## src/rtl/pfr_pkg.sv

```systemverilog
// Package for the pulse flow rate estimator: field widths, register indexes,
// reset values and the sequencer state type. No dependencies.
`timescale 1ns / 1ps
`default_nettype none

package pfr_pkg;

  localparam int TIME_W     = 32;
  localparam int RATE_W     = 32;
  localparam int COUNT_W    = 32;
  localparam int NUMER_W    = 24;
  localparam int HOLDOFF_W  = 32;
  localparam int MINCHG_W   = 16;
  localparam int CFG_IDX_W  = 2;
  localparam int CFG_DATA_W = 32;

  typedef logic [CFG_IDX_W-1:0] cfg_idx_t;

  // Register indexes on the configuration port
  localparam cfg_idx_t REG_RATE_NUMERATOR = 2'd0;
  localparam cfg_idx_t REG_CHANGE_HOLDOFF = 2'd1;
  localparam cfg_idx_t REG_MIN_CHANGE     = 2'd2;

  // Register reset values
  localparam logic [NUMER_W-1:0]   NUMER_RESET   = 24'd1000000;
  localparam logic [HOLDOFF_W-1:0] HOLDOFF_RESET = 32'd30000;
  localparam logic [MINCHG_W-1:0]  MINCHG_RESET  = 16'd5;

  // Poll sequencer states
  typedef enum logic [3:0] {
    S_IDLE,
    S_PULSE,
    S_DIV,
    S_STEP,
    S_GATE,
    S_HOLD,
    S_DECAY,
    S_DIFF,
    S_REPORT,
    S_OUT
  } pfr_state_t;

endpackage

`default_nettype wire

```

## src/rtl/pfr_in_if.sv

```systemverilog
// Input channel of the pulse flow rate estimator: one poll word per handshake.
// Depends on nothing.
`timescale 1ns / 1ps
`default_nettype none

interface pfr_in_if;
  logic        valid;
  logic        ready;
  logic [31:0] now_ms;
  logic        pin_level;

  modport source (output valid, output now_ms, output pin_level, input ready);
  modport sink   (input valid, input now_ms, input pin_level, output ready);
endinterface

`default_nettype wire

```

## src/rtl/pfr_out_if.sv

```systemverilog
// Result channel of the pulse flow rate estimator: one result word per poll.
// Depends on nothing.
`timescale 1ns / 1ps
`default_nettype none

interface pfr_out_if;
  logic        valid;
  logic        ready;
  logic [31:0] pulse_count;
  logic [31:0] current_rate;
  logic [31:0] reported_rate;
  logic        change_event;

  modport source (output valid, output pulse_count, output current_rate,
                  output reported_rate, output change_event, input ready);
  modport sink   (input valid, input pulse_count, input current_rate,
                  input reported_rate, input change_event, output ready);
endinterface

`default_nettype wire

```

## src/rtl/pfr_serial_div.sv

```systemverilog
// Restoring unsigned divider, one quotient bit per cycle.
// Standalone; used by pulse_flow_rate_estimator.
`timescale 1ns / 1ps
`default_nettype none

module pfr_serial_div #(
  parameter int DW = 32,
  parameter int VW = 32
) (
  input  wire logic          clk,
  input  wire logic          rst_n,
  input  wire logic          start,
  input  wire logic [DW-1:0] dividend,
  input  wire logic [VW-1:0] divisor,
  output logic      [DW-1:0] quotient,
  output logic               done
);

  localparam int CW = $clog2(DW + 1);

  logic [DW-1:0] quo_r, quo_nxt;
  logic [VW-1:0] rem_r, rem_nxt;
  logic [VW-1:0] dvs_r, dvs_nxt;
  logic [CW-1:0] cnt_r, cnt_nxt;
  logic          run_r, run_nxt;
  logic          done_r, done_nxt;

  logic [VW:0]   trial;
  logic [VW+1:0] diff;
  logic          fits;

  // Trial subtract of the divisor from the shifted partial remainder
  assign trial = {rem_r, quo_r[DW-1]};
  assign diff  = {1'b0, trial} - {2'b00, dvs_r};
  assign fits  = ~diff[VW+1];

  // Load on start, then shift one quotient bit in per cycle
  always_comb begin
    quo_nxt  = quo_r;
    rem_nxt  = rem_r;
    dvs_nxt  = dvs_r;
    cnt_nxt  = cnt_r;
    run_nxt  = run_r;
    done_nxt = 1'b0;
    if (start) begin
      quo_nxt = dividend;
      rem_nxt = '0;
      dvs_nxt = divisor;
      cnt_nxt = CW'(DW);
      run_nxt = 1'b1;
    end else if (run_r) begin
      quo_nxt = {quo_r[DW-2:0], fits};
      rem_nxt = fits ? diff[VW-1:0] : trial[VW-1:0];
      cnt_nxt = cnt_r - 1'b1;
      if (cnt_r == CW'(1)) begin
        run_nxt  = 1'b0;
        done_nxt = 1'b1;
      end
    end
  end

  always_ff @(posedge clk) begin
    if (!rst_n) begin
      cnt_r  <= '0;
      run_r  <= 1'b0;
      done_r <= 1'b0;
    end else begin
      cnt_r  <= cnt_nxt;
      run_r  <= run_nxt;
      done_r <= done_nxt;
    end
    quo_r <= quo_nxt;
    rem_r <= rem_nxt;
    dvs_r <= dvs_nxt;
  end

  assign quotient = quo_r;
  assign done     = done_r;

endmodule

`default_nettype wire

```

## src/rtl/pulse_flow_rate_estimator.sv

```systemverilog
// Pulse flow rate estimator top level: poll sequencer, state and config.
// Depends on pfr_pkg, pfr_in_if, pfr_out_if and pfr_serial_div.
//
// Usage: each word on in_ch is one poll (millisecond timestamp, pin level).
// Every accepted poll yields exactly one word on out_ch: pulse count, current
// rate (unsigned Q(32-F).F, F = RATE_FRAC_BITS), last reported rate and a
// change flag. Registers are written on the cfg port (cfg_we, cfg_idx,
// cfg_wdata); the user must write them only while no poll is in flight, as
// the block itself does not enforce it; writes to unknown indexes drop.
// A poll without a new pulse passes S_PULSE, S_GATE, S_HOLD, S_DECAY,
// S_DIFF, S_REPORT and S_OUT before its word reaches the result register.
// A poll with a new pulse and a nonzero interval adds the bit-serial rate
// division (S_DIV) and the division of the rate by DECAY_STEPS (S_STEP).
// The decay period division runs alongside the rate division.
// One poll is processed at a time; in_ch.ready is high only while idle.
// The result register holds a word until out_ch takes it; the next poll may
// be accepted and processed meanwhile, and it waits at the end if the
// receiver still stalls.
// Reset (rst_n low, synchronous) clears sequencer and estimator state, loads
// register defaults and empties the result register.
`timescale 1ns / 1ps
`default_nettype none

module pulse_flow_rate_estimator #(
  parameter int RATE_FRAC_BITS = 12,
  parameter int DECAY_STEPS    = 10
) (
  input  wire logic                            clk,
  input  wire logic                            rst_n,
  pfr_in_if.sink                               in_ch,
  pfr_out_if.source                            out_ch,
  input  wire logic                            cfg_we,
  input  wire pfr_pkg::cfg_idx_t               cfg_idx,
  input  wire logic [pfr_pkg::CFG_DATA_W-1:0]  cfg_wdata
);

  import pfr_pkg::*;

  localparam int DIVN_W = NUMER_W + RATE_FRAC_BITS;
  localparam int QX_W   = (DIVN_W > RATE_W) ? DIVN_W : RATE_W;
  localparam int DS_W   = $clog2(DECAY_STEPS + 1);

  // Configuration registers
  logic [NUMER_W-1:0]   numer_r;
  logic [HOLDOFF_W-1:0] holdoff_r;
  logic [MINCHG_W-1:0]  minchg_r;

  always_ff @(posedge clk) begin
    if (!rst_n) begin
      numer_r   <= NUMER_RESET;
      holdoff_r <= HOLDOFF_RESET;
      minchg_r  <= MINCHG_RESET;
    end else if (cfg_we) begin
      case (cfg_idx)
        REG_RATE_NUMERATOR: numer_r   <= cfg_wdata[NUMER_W-1:0];
        REG_CHANGE_HOLDOFF: holdoff_r <= cfg_wdata[HOLDOFF_W-1:0];
        REG_MIN_CHANGE:     minchg_r  <= cfg_wdata[MINCHG_W-1:0];
        default:            ;
      endcase
    end
  end

  // Sequencer and estimator state
  pfr_state_t state_r, state_nxt;

  logic               seen_r, seen_nxt;
  logic [TIME_W-1:0]  last_pulse_r, last_pulse_nxt;
  logic [TIME_W-1:0]  last_decay_r, last_decay_nxt;
  logic [TIME_W-1:0]  last_change_r, last_change_nxt;
  logic [TIME_W-1:0]  interval_r, interval_nxt;
  logic [TIME_W-1:0]  period_r, period_nxt;
  logic [RATE_W-1:0]  step_r, step_nxt;
  logic [RATE_W-1:0]  rate_r, rate_nxt;
  logic [RATE_W-1:0]  rep_r, rep_nxt;
  logic [COUNT_W-1:0] total_r, total_nxt;
  logic               event_r, event_nxt;

  // Per-poll working registers
  logic [TIME_W-1:0]  now_r, now_nxt;
  logic               pin_r, pin_nxt;
  logic               gate_r, gate_nxt;
  logic               hold_r, hold_nxt;
  logic [RATE_W-1:0]  diff_r, diff_nxt;

  // Result register
  logic               out_valid_r, out_valid_nxt;
  logic [COUNT_W-1:0] out_count_r, out_count_nxt;
  logic [RATE_W-1:0]  out_rate_r, out_rate_nxt;
  logic [RATE_W-1:0]  out_rep_r, out_rep_nxt;
  logic               out_event_r, out_event_nxt;

  logic in_fire;
  logic out_free;

  assign in_ch.ready = (state_r == S_IDLE);
  assign in_fire     = in_ch.valid && in_ch.ready;
  assign out_free    = !out_valid_r || out_ch.ready;

  // Dividers
  logic              main_start, per_start, step_start;
  logic              main_done, per_done, step_done;
  logic [DIVN_W-1:0] main_dvd, main_quo;
  logic [TIME_W-1:0] per_quo;
  logic [RATE_W-1:0] step_quo;
  logic [TIME_W-1:0] ivl;
  logic [QX_W-1:0]   q_ext;
  logic [RATE_W-1:0] q_sat;

  assign ivl      = now_r - last_pulse_r;
  assign main_dvd = DIVN_W'(numer_r) << RATE_FRAC_BITS;
  assign q_ext    = QX_W'(main_quo);
  assign q_sat    = ((q_ext >> RATE_W) != '0) ? '1 : q_ext[RATE_W-1:0];

  pfr_serial_div #(.DW(DIVN_W), .VW(TIME_W)) u_div_rate (
    .clk(clk), .rst_n(rst_n), .start(main_start),
    .dividend(main_dvd), .divisor(ivl),
    .quotient(main_quo), .done(main_done)
  );

  pfr_serial_div #(.DW(TIME_W), .VW(DS_W)) u_div_period (
    .clk(clk), .rst_n(rst_n), .start(per_start),
    .dividend(ivl), .divisor(DS_W'(DECAY_STEPS)),
    .quotient(per_quo), .done(per_done)
  );

  pfr_serial_div #(.DW(RATE_W), .VW(DS_W)) u_div_step (
    .clk(clk), .rst_n(rst_n), .start(step_start),
    .dividend(q_sat), .divisor(DS_W'(DECAY_STEPS)),
    .quotient(step_quo), .done(step_done)
  );

  // Shared compares
  logic              new_pulse;
  logic [RATE_W:0]   dec_sub;
  logic              rate_le_step;
  logic [RATE_W-1:0] limit;
  logic              rate_ge_rep;

  assign new_pulse    = pin_r && !seen_r;
  assign dec_sub      = {1'b0, rate_r} - {1'b0, step_r};
  assign rate_le_step = dec_sub[RATE_W] || (dec_sub[RATE_W-1:0] == '0);
  assign limit        = RATE_W'(minchg_r) << RATE_FRAC_BITS;
  assign rate_ge_rep  = (rate_r >= rep_r);

  // Next state
  always_comb begin
    state_nxt = state_r;
    case (state_r)
      S_IDLE:   if (in_fire) state_nxt = S_PULSE;
      S_PULSE:  state_nxt = (new_pulse && (ivl != '0)) ? S_DIV : S_GATE;
      S_DIV:    if (main_done) state_nxt = S_STEP;
      S_STEP:   if (step_done) state_nxt = S_GATE;
      S_GATE:   state_nxt = S_HOLD;
      S_HOLD:   state_nxt = S_DECAY;
      S_DECAY:  state_nxt = S_DIFF;
      S_DIFF:   state_nxt = S_REPORT;
      S_REPORT: state_nxt = S_OUT;
      S_OUT:    if (out_free) state_nxt = S_IDLE;
      default:  state_nxt = S_IDLE;
    endcase
  end

  // Datapath and outputs per state
  always_comb begin
    seen_nxt        = seen_r;
    last_pulse_nxt  = last_pulse_r;
    last_decay_nxt  = last_decay_r;
    last_change_nxt = last_change_r;
    interval_nxt    = interval_r;
    period_nxt      = period_r;
    step_nxt        = step_r;
    rate_nxt        = rate_r;
    rep_nxt         = rep_r;
    total_nxt       = total_r;
    event_nxt       = event_r;
    now_nxt         = now_r;
    pin_nxt         = pin_r;
    gate_nxt        = gate_r;
    hold_nxt        = hold_r;
    diff_nxt        = diff_r;
    out_valid_nxt   = out_valid_r && !out_ch.ready;
    out_count_nxt   = out_count_r;
    out_rate_nxt    = out_rate_r;
    out_rep_nxt     = out_rep_r;
    out_event_nxt   = out_event_r;
    main_start      = 1'b0;
    per_start       = 1'b0;
    step_start      = 1'b0;

    // Capture the decay period whenever its division finishes
    if (per_done) period_nxt = per_quo;

    case (state_r)
      S_IDLE: begin
        if (in_fire) begin
          now_nxt   = in_ch.now_ms;
          pin_nxt   = in_ch.pin_level;
          event_nxt = 1'b0;
        end
      end
      S_PULSE: begin
        if (!pin_r) begin
          seen_nxt = 1'b0;
        end else if (!seen_r) begin
          seen_nxt       = 1'b1;
          total_nxt      = total_r + 1'b1;
          interval_nxt   = ivl;
          last_pulse_nxt = now_r;
          if (ivl != '0) begin
            main_start = 1'b1;
            per_start  = 1'b1;
          end
        end
      end
      S_DIV: begin
        if (main_done) begin
          rate_nxt   = q_sat;
          step_start = 1'b1;
        end
      end
      S_STEP: begin
        if (step_done) step_nxt = step_quo;
      end
      S_GATE: begin
        gate_nxt = ((now_r - last_pulse_r) > interval_r) && (period_r > TIME_W'(1));
      end
      S_HOLD: begin
        hold_nxt = (now_r - last_change_r) > holdoff_r;
      end
      S_DECAY: begin
        // If due, drop one step, or clear to zero and report a change to zero if the holdoff has passed
        if (gate_r && ((now_r - last_decay_r) > period_r)) begin
          last_decay_nxt = now_r;
          if (rate_le_step) begin
            rate_nxt = '0;
            if ((rep_r != '0) && hold_r) begin
              rep_nxt         = '0;
              last_change_nxt = now_r;
              event_nxt       = 1'b1;
            end
          end else begin
            rate_nxt = dec_sub[RATE_W-1:0];
          end
        end
      end
      S_DIFF: begin
        diff_nxt = rate_ge_rep ? (rate_r - rep_r) : (rep_r - rate_r);
      end
      S_REPORT: begin
        if (((diff_r > limit) || ((rep_r == '0) && (rate_r != '0))) && hold_r) begin
          rep_nxt         = rate_r;
          last_change_nxt = now_r;
          event_nxt       = 1'b1;
        end
      end
      S_OUT: begin
        // Hold until the result register is free
        if (out_free) begin
          out_valid_nxt = 1'b1;
          out_count_nxt = total_r;
          out_rate_nxt  = rate_r;
          out_rep_nxt   = rep_r;
          out_event_nxt = event_r;
        end
      end
      default: ;
    endcase
  end

  always_ff @(posedge clk) begin
    if (!rst_n) begin
      state_r       <= S_IDLE;
      seen_r        <= 1'b0;
      last_pulse_r  <= '0;
      last_decay_r  <= '0;
      last_change_r <= '0;
      interval_r    <= '0;
      period_r      <= '0;
      step_r        <= '0;
      rate_r        <= '0;
      rep_r         <= '0;
      total_r       <= '0;
      event_r       <= 1'b0;
      out_valid_r   <= 1'b0;
    end else begin
      state_r       <= state_nxt;
      seen_r        <= seen_nxt;
      last_pulse_r  <= last_pulse_nxt;
      last_decay_r  <= last_decay_nxt;
      last_change_r <= last_change_nxt;
      interval_r    <= interval_nxt;
      period_r      <= period_nxt;
      step_r        <= step_nxt;
      rate_r        <= rate_nxt;
      rep_r         <= rep_nxt;
      total_r       <= total_nxt;
      event_r       <= event_nxt;
      out_valid_r   <= out_valid_nxt;
    end
    now_r       <= now_nxt;
    pin_r       <= pin_nxt;
    gate_r      <= gate_nxt;
    hold_r      <= hold_nxt;
    diff_r      <= diff_nxt;
    out_count_r <= out_count_nxt;
    out_rate_r  <= out_rate_nxt;
    out_rep_r   <= out_rep_nxt;
    out_event_r <= out_event_nxt;
  end

  assign out_ch.valid         = out_valid_r;
  assign out_ch.pulse_count   = out_count_r;
  assign out_ch.current_rate  = out_rate_r;
  assign out_ch.reported_rate = out_rep_r;
  assign out_ch.change_event  = out_event_r;

endmodule

`default_nettype wire
```

## src/flat_wrapper.sv

```systemverilog
// flat-port wrapper written by rule: the top's interface ports become plain ports
module pulse_flow_rate_estimator_flat import pfr_pkg::*;
#(
  parameter int RATE_FRAC_BITS = 12,
  parameter int DECAY_STEPS    = 10
)
  (clk, rst_n, cfg_we, cfg_idx, cfg_wdata, in_ch_valid, in_ch_now_ms, in_ch_pin_level, in_ch_ready, out_ch_valid, out_ch_pulse_count, out_ch_current_rate, out_ch_reported_rate, out_ch_change_event, out_ch_ready);
  pfr_in_if in_ch_i ();
  pfr_out_if out_ch_i ();
  input  wire logic clk;
  input  wire logic rst_n;
  input  wire logic cfg_we;
  input  wire pfr_pkg::cfg_idx_t cfg_idx;
  input  wire logic [pfr_pkg::CFG_DATA_W-1:0] cfg_wdata;
  input wire logic [$bits(in_ch_i.valid)-1:0] in_ch_valid;
  input wire logic [$bits(in_ch_i.now_ms)-1:0] in_ch_now_ms;
  input wire logic [$bits(in_ch_i.pin_level)-1:0] in_ch_pin_level;
  output wire logic [$bits(in_ch_i.ready)-1:0] in_ch_ready;
  output wire logic [$bits(out_ch_i.valid)-1:0] out_ch_valid;
  output wire logic [$bits(out_ch_i.pulse_count)-1:0] out_ch_pulse_count;
  output wire logic [$bits(out_ch_i.current_rate)-1:0] out_ch_current_rate;
  output wire logic [$bits(out_ch_i.reported_rate)-1:0] out_ch_reported_rate;
  output wire logic [$bits(out_ch_i.change_event)-1:0] out_ch_change_event;
  input wire logic [$bits(out_ch_i.ready)-1:0] out_ch_ready;
  assign in_ch_i.valid = in_ch_valid;
  assign in_ch_i.now_ms = in_ch_now_ms;
  assign in_ch_i.pin_level = in_ch_pin_level;
  assign in_ch_ready = in_ch_i.ready;
  assign out_ch_valid = out_ch_i.valid;
  assign out_ch_pulse_count = out_ch_i.pulse_count;
  assign out_ch_current_rate = out_ch_i.current_rate;
  assign out_ch_reported_rate = out_ch_i.reported_rate;
  assign out_ch_change_event = out_ch_i.change_event;
  assign out_ch_i.ready = out_ch_ready;
  pulse_flow_rate_estimator #(.RATE_FRAC_BITS(RATE_FRAC_BITS), .DECAY_STEPS(DECAY_STEPS)) u_core (.clk(clk), .rst_n(rst_n), .in_ch(in_ch_i), .out_ch(out_ch_i), .cfg_we(cfg_we), .cfg_idx(cfg_idx), .cfg_wdata(cfg_wdata));
endmodule
```

## config.mk

```make
export PLATFORM = sky130hd
export DESIGN_NAME = pulse_flow_rate_estimator_flat
export DESIGN_NICKNAME = d
export VERILOG_FILES = /design/src/rtl/pfr_pkg.sv /design/src/rtl/pfr_in_if.sv /design/src/rtl/pfr_out_if.sv /design/src/rtl/pfr_serial_div.sv /design/src/rtl/pulse_flow_rate_estimator.sv /design/src/flat_wrapper.sv
export SDC_FILE = /design/constraint.sdc
export NUM_CORES = 2
export LEC_CHECK = 0
export ABC_AREA = 1
export BUFFER_PORTS_ARGS = -buffer_cell sky130_fd_sc_hd__buf_2
export CORE_ASPECT_RATIO = 0.5
export CORE_MARGIN = 2
export CORE_UTILIZATION = 25
export CTS_CLUSTER_DIAMETER = 200
export DETAILED_ROUTE_END_ITERATION = 12
export PLACE_DENSITY = 0.42
export SYNTH_ARGS = -nofsm -noshare
export SYNTH_HDL_FRONTEND = slang
export SYNTH_SLANG_ARGS = --single-unit
export TNS_END_PERCENT = 5
```

## constraint.sdc

```tcl
create_clock -name clk -period 7.24 [get_ports clk]
set_clock_uncertainty 0.1 [all_clocks]
set_input_delay 1.448 -clock clk [delete_from_list [all_inputs] [get_ports clk]]
set_output_delay 1.448 -clock clk [all_outputs]
set_load 0.01 [all_outputs]
```

# Word level (Yosys, flattened, before mapping)
# Index checks and enable logic that the tools add are counted.
[totals]
word_cells = 204
in_bits = 72
register_bits = 727
output_inout_bits = 99
[classes]
bitwise = 8
eq_ne = 22
add_sub_neg = 13
magnitude_cmp = 6
mux = 64
reduce_logical = 46
[op_table]
columns = ["op", "n"]
rows = [
  ["two-way mux 32 bit", 18],
  ["one-hot mux 32 bit (2 select lines)", 3],
  ["subtractor 32 bit", 5],
  ["> comparator 32 bit", 3],
  ["nonzero test 32 bit", 3],
  ["two-way mux 36 bit", 2],
  ["zero test 32 bit", 2],
  ["one-hot mux 4 bit (10 select lines)", 1],
  ["two-way mux 6 bit", 6],
  ["nonzero test 36 bit", 1],
  ["subtractor 33 x 32 -> 34 bit", 1],
  ["subtractor 32 x 32 -> 33 bit", 1],
  ["adder 32 x 1 -> 32 bit, second input constant", 1],
  [">= comparator 32 bit", 1],
  ["> comparator 32 x 1 -> 1 bit, second input constant", 1],
  ["> comparator 32 x 28 -> 1 bit", 1],
  ["two-way mux 1 bit", 26],
  ["two-way mux 4 bit", 6],
  ["== test 6 x 1 -> 1 bit, second input constant", 3],
  ["subtractor 6 x 1 -> 6 bit, second input constant", 3],
  ["== test 4 x 3 -> 1 bit, second input constant", 4],
  ["AND reduction 2 bit", 7],
  ["subtractor 5 x 4 -> 6 bit, second input constant", 2],
  ["inequality test 2 x 1 -> 1 bit, second input constant", 5],
  ["other kinds (22)", 53],
]

# Depth between registers and ports, before layout
[logic_depth]
ltp_word = 7
ltp_mapped = 29
ltp_nobuf = 28

# Hierarchy
# A second synthesis with hierarchy kept.
[unflattened]
cells_unflattened = 6290
hier_area_um2 = 45718.8
[modules_own_cells]
columns = ["mod", "seq_area_each_um2", "area_per_inst_um2", "instances", "cells_per_inst"]
rows = [
  ["pulse_flow_rate_estimator", 12271.8, 34197.8, 1, 4788],
  ["pfr_serial_div (u_core.u_div_rate)", 2842.7, 7161.9, 1, 1024],
  ["pfr_serial_div (u_core.u_div_period ...)", 1321.3, 2179.6, 2, 239],
]

# Worst setup path after synthesis
# OpenSTA, ideal clock, no wires.
[synth_timing]
kind = "input -> register"
from = "input port out_ch_ready"
to = "register u_core.out_event_r (netlist: u_core.out_ch.change_event), enable pin"
n_path_buf = 0
path_stages = 2
setup_slack_ps = 347
t_required_ps = 6555
arrival_ps = 6208
setup_time_ps = 585
path_cell_list = "inv_1 -> a21oi_1"
[synth_between]
elab_chain_cells = 2
[synth_lines]
columns = ["item", "line_no", "rtl"]
rows = [
  ["start: declaration", "flat_wrapper.sv:24", "input wire logic [$bits(out_ch_i.ready)-1:0] out_ch_ready;"],
  ["logical OR 1 bit", "pulse_flow_rate_estimator.sv:97", "assign out_free = !out_valid_r || out_ch.ready;"],
  ["AND reduction 2 bit (no source line)", "--", ""],
  ["end signal: assignment", "pulse_flow_rate_estimator.sv:308", "out_event_r <= out_event_nxt;"],
  ["end: declaration", "pulse_flow_rate_estimator.sv:90", "logic out_event_r, out_event_nxt;"],
]
# No other way between the ends.
# A chain may end at the register's enable or synchronous reset.

# Worst setup path after layout
[layout_timing]
from = "register u_core.now_r[1]"
to = "register u_core.last_change_r[30]"
[layout_between]
elab_chain_cells = 5
[layout_lines]
columns = ["item", "line_no", "rtl"]
rows = [
  ["start: declaration", "pulse_flow_rate_estimator.sv:79", "logic [TIME_W-1:0] now_r, now_nxt;"],
  ["start signal: assignment", "pulse_flow_rate_estimator.sv:300", "now_r <= now_nxt;"],
  ["subtractor 32 bit", "pulse_flow_rate_estimator.sv:232", "if (gate_r && ((now_r - last_decay_r) > period_r)) begin"],
  ["> comparator 32 bit", "pulse_flow_rate_estimator.sv:232", ""],
  ["logical AND 1 bit", "pulse_flow_rate_estimator.sv:232", ""],
  ["inequality test 2 x 1 -> 1 bit (no source line)", "--", ""],
  ["AND reduction 5 bit (no source line)", "--", ""],
  ["end signal: assignment", "pulse_flow_rate_estimator.sv:290", "last_change_r <= last_change_nxt;"],
  ["end: declaration", "pulse_flow_rate_estimator.sv:69", "logic [TIME_W-1:0] last_change_r, last_change_nxt;"],
]
# No other way between the ends.

==> out/qor.csv <==
stage,metric,value,unit
run_status,status,"finished, final reports clean",
drt,drt-total-wl,151900,µm
power,power.leakage,22.19,nW
logic_synthesis,synthArstFlopShare,0,%
critical_path,ff2ff_path_depth,26,
timing,setup_slack,0.7138,ns
clocking,numCtsBuffers,80,
logic_synthesis,synth-xor-area-share,3.049,%
power,power.density,348.4,mW/mm²
hold_path,hold_path_end,u_core.out_ch.pulse_count[31]$_DFFE_PP_,
final_layout,multi_input_area,0.02209,mm²
timing,final.setup.tns,0,ns
critical_path,r2r_slack,0.71,ns
drt,via_count,38190,
logic_synthesis,synth_mux_area_share,0.02293,%
clocking,cts_resized,0,
clocking,cts_hold_buf,0,
drt,wire_per_inst,17.99,µm
global_route,grt_max_degree,120,
timing,fin_crit_sh,90.14,%
place,place_area,0.04732,mm²
logic_synthesis,synth_flop_cell,dfxtp_1,
global_route,grtUsageMet2,25.31,%
final_layout,utilization,28.83,%
floorplanning,die-area,0.1782,mm²
critical_path,cp_max_fo,64,
timing,rsz0062_at_grt,false,
clocking,root_buffer,clkbuf_16,
logic_synthesis,synth_area_leader_cell,dfxtp_1,
timing,max_slew.worst_pin.slew,1.079,ns
logic_synthesis,synthAdderAreaFrac,10.09,%
logic_synthesis,synth.yosys.warnings,0,
logic_synthesis,synth_area,0.04366,mm²
clocking,clock_path_buffers,3,
floorplanning,start_util,25.16,%
logic_synthesis,synth_sequential_area_ratio,39.84,%
floorplanning,rows,108,
floorplanning,io-pin-count,171,
logic_synthesis,ys_top_cells_by_area,"dfxtp_1 (20%), edfxtp_1 (20%), nand2_1 (13%)",
drt,routed_via_density,4.524,
floorplanning,core,0.1735,mm²
run,max_cap_violations,0,
drt,drc_errors,0,
final_layout,fillerInstances,19040,
clocking,htree_levels,3,
critical_path,start_kind,register,
logic_synthesis,yosysUniqueCellTypes,58,
place,gp_congestion,0.9052,
clocking,cts_setup_buffers,0,
timing,finalHoldViolCount,0,
final_layout,drive_gt1_share,7.439,%
final_layout,largest_register_ffs,36,
critical_path,r2r_start,u_core.now_r[1]$_DFFE_PP_,
clocking,cts_tree,done,
place,io_buffers,170,
critical_path,arrival,7.05,ns
hold_path,hold_path.class,reg -> reg,
critical_path,crit_type,reg -> reg,
floorplanning,die_w,595.0,µm
logic_synthesis,synth_nets,6333,
timing,fmax,153.2,MHz
drt,first_pass_iters,6,
global_route,overflow,0,
hold_path,min_from,u_core.total_r[31]$_SDFFE_PN0P_,
global_route,grt_busiest_layer,met2,
critical_path,cp-end-kind,register,
global_route,grt.total_usage,16.65,%
clocking,cts.sinks,727,
global_route,antenna_found_initial,13,
drt,drt_iter0_drc,2672,
clocking,clock_latency,0.71,ns
logic_synthesis,syn_inst,5913,
logic_synthesis,synth_compound_area_share,15.09,%
logic_synthesis,synth_edf_count,284,
logic_synthesis,syn_avg_cell_area,7.384,µm²
final_layout,syn2layout_area_growth,14.59,%
timing,min_period,6.526,ns
final_layout,nNetsFinal,6482,
timing,drv_slew,0,
hold_path,worstHoldPathCells,0,
global_route,grt_use_met1,24.38,%
global_route,met3_usage,2.634,%
drt,antenna_left,0,
logic_synthesis,synthSimpleGateAreaFrac,22.18,%
place,hpwl,116500,µm
global_route,grt_pass1_wl,227800,µm
timing,slew_headroom,28.01,%
place,pre_cts_ws,0.7283,ns
logic_synthesis,synth_top_family_by_area,simple AND/OR/NAND/NOR gates,
final_layout,design_area,0.05003,mm²
logic_synthesis,yosysTopAreaCellShare,20.31,%
clocking,clk_pin_slew,0.06,ns
final_layout,regArea,0.01740,mm²
global_route,grt_pass1_vias,35650,
timing,setup_viol,0,
power,vdd_drop_max,0.2063,mV
logic_synthesis,synth-seq-cells,727,
floorplanning,fp.dieH,299.5,µm
critical_path,required,7.77,ns
critical_path,reg2reg_to,u_core.last_change_r[30]$_SDFFE_PN0P_,
==> layer usage <==
| layer | part of all wire, % | vias up |
|---|---|---|
| met4 | 2.4 | 10 |
| met3 | 4.5 | 185 |
| li1 | - | 19630 |
| met2 | 42 | 744 |
| met1 | 51 | 17620 |
| met5 | 0.040 | - |
==> logic make-up after synthesis <==
group                      Yosys count
DFF                                727
adders and majority gates          348
muxes                                1
buffers and inverters             1112
AOI/OAI and AO/OA                 1218
xor gates and xnor gates           152
and+or+nand+nor                   2355
==> report_power, final <==
| part | internal [W] | total [W] | switching, W |
|---|---|---|---|
| Clock | 0.00248 | 0.00435 | 0.00188 |
| Sequential | 0.00504 | 0.00538 | 0.000343 |
| Combinational | 0.00248 | 0.00770 | 0.00522 |
| Total | 0.00999 | 0.0174 | 0.00744 |
==> stage by stage <==
stage	hold slack (ns)	total power (W)	instances
floorplan	0.3082	0.01069	5913
global placement	0.3264	0.01323	8290
detailed placement	0.3392	0.01316	8290
CTS	0.3469	0.01762	8440
global route	0.3774	0.01887	8440
finish	0.3400	0.01743	8441
==> cell usage in the layout, fill, tap and decap left out, drive strengths merged, types with 6 or more instances in the layout <==
master and n:
a211oi 14, a21boi 11, a21o 17, a21oi 587, a221oi 6, a22oi 6, a31oi 39, and2 6
buf 240, bufinv 9, clkbuf 108, clkinv 24, clkinvlp 8, dfxtp 443, edfxtp 284, fa 7
ha 341, inv 940, nand2 1498, nand3 174, nand3b 15, nand4 83, nor2 464, nor3 58
nor4 37, o2111ai 6, o211ai 22, o21a 31, o21ai 443, o21bai 10, o221ai 13, o22ai 6
or2 15, xnor2 30, xor2 122
==> layout make-up <==
cell class                      instances  area share (%)
Antenna cell                            1        0.005002
Clock buffer                          108           4.392
Clock inverter                         42           1.025
Inverter                              939           7.050
Multi-Input combinational cell       4074           44.16
Sequential cell                       727           34.77
Tap cell                             2310           5.777
Timing Repair Buffer                  240           2.821
==> how the worst max path moves through the flow <==
stage,from,endpoint,slack (ns),cells after the start
after floorplan,out_ch_ready,u_core.out_ch.change_event$_DFFE_PP_,0.35,2
after CTS,u_core.now_r[1]$_DFFE_PP_,u_core.last_change_r[20]$_SDFFE_PN0P_,0.69,26
after detailed placement,u_core.now_r[1]$_DFFE_PP_,u_core.last_change_r[20]$_SDFFE_PN0P_,0.73,26
after global placement,u_core.now_r[1]$_DFFE_PP_,u_core.last_change_r[30]$_SDFFE_PN0P_,0.80,26
after global routing,u_core.now_r[1]$_DFFE_PP_,u_core.last_change_r[28]$_SDFFE_PN0P_,0.20,26
final,u_core.now_r[1]$_DFFE_PP_,u_core.last_change_r[30]$_SDFFE_PN0P_,0.71,26
==> synth_stat cells (7+ instances only) <==
cell and count:
inv_1 914, a31oi_1 39, edfxtp_1 284, a21oi_1 587
or2_2 15, o21ai_0 418, xnor2_1 30, o211ai_1 22
nand4_1 82, nand3b_1 15, a21o_1 17, o21bai_1 10
inv_2 20, a211oi_1 14, o21a_1 31, fa_1 7
nor4_1 36, nor3_1 51, o21ai_2 10, nand2_1 1492
dfxtp_1 443, a21boi_0 11, buf_2 27, ha_1 341
nand3_1 168, nor2_1 457, o21ai_1 15, clkbuf_1 132
xor2_1 122, o221ai_1 13
==> worst max-delay path, cell delays in order, from the launching register on <==
cell and delay [ns]:
edfxtp_1 0.59, ha_1 0.37, nand2_1 0.04, o21ai_0 0.27, a21oi_1 0.13, o21bai_1 0.35, a21oi_1 0.24, o21ai_0 0.44
a21oi_1 0.17, o21ai_0 0.24, xnor2_1 0.14, inv_1 0.06, ha_1 0.28, nand2_1 0.06, nor2_1 0.10, nand2_1 0.10
nor4_2 0.58, nand2_1 0.11, nand2_1 0.12, nand2_1 0.10, nand2_1 0.09, buf_4 0.43, nand3_4 0.58, buf_12 0.40
nand2_1 0.11, nand2_1 0.05, nor2_1 0.10
Power figures use the tool's default switching activity.
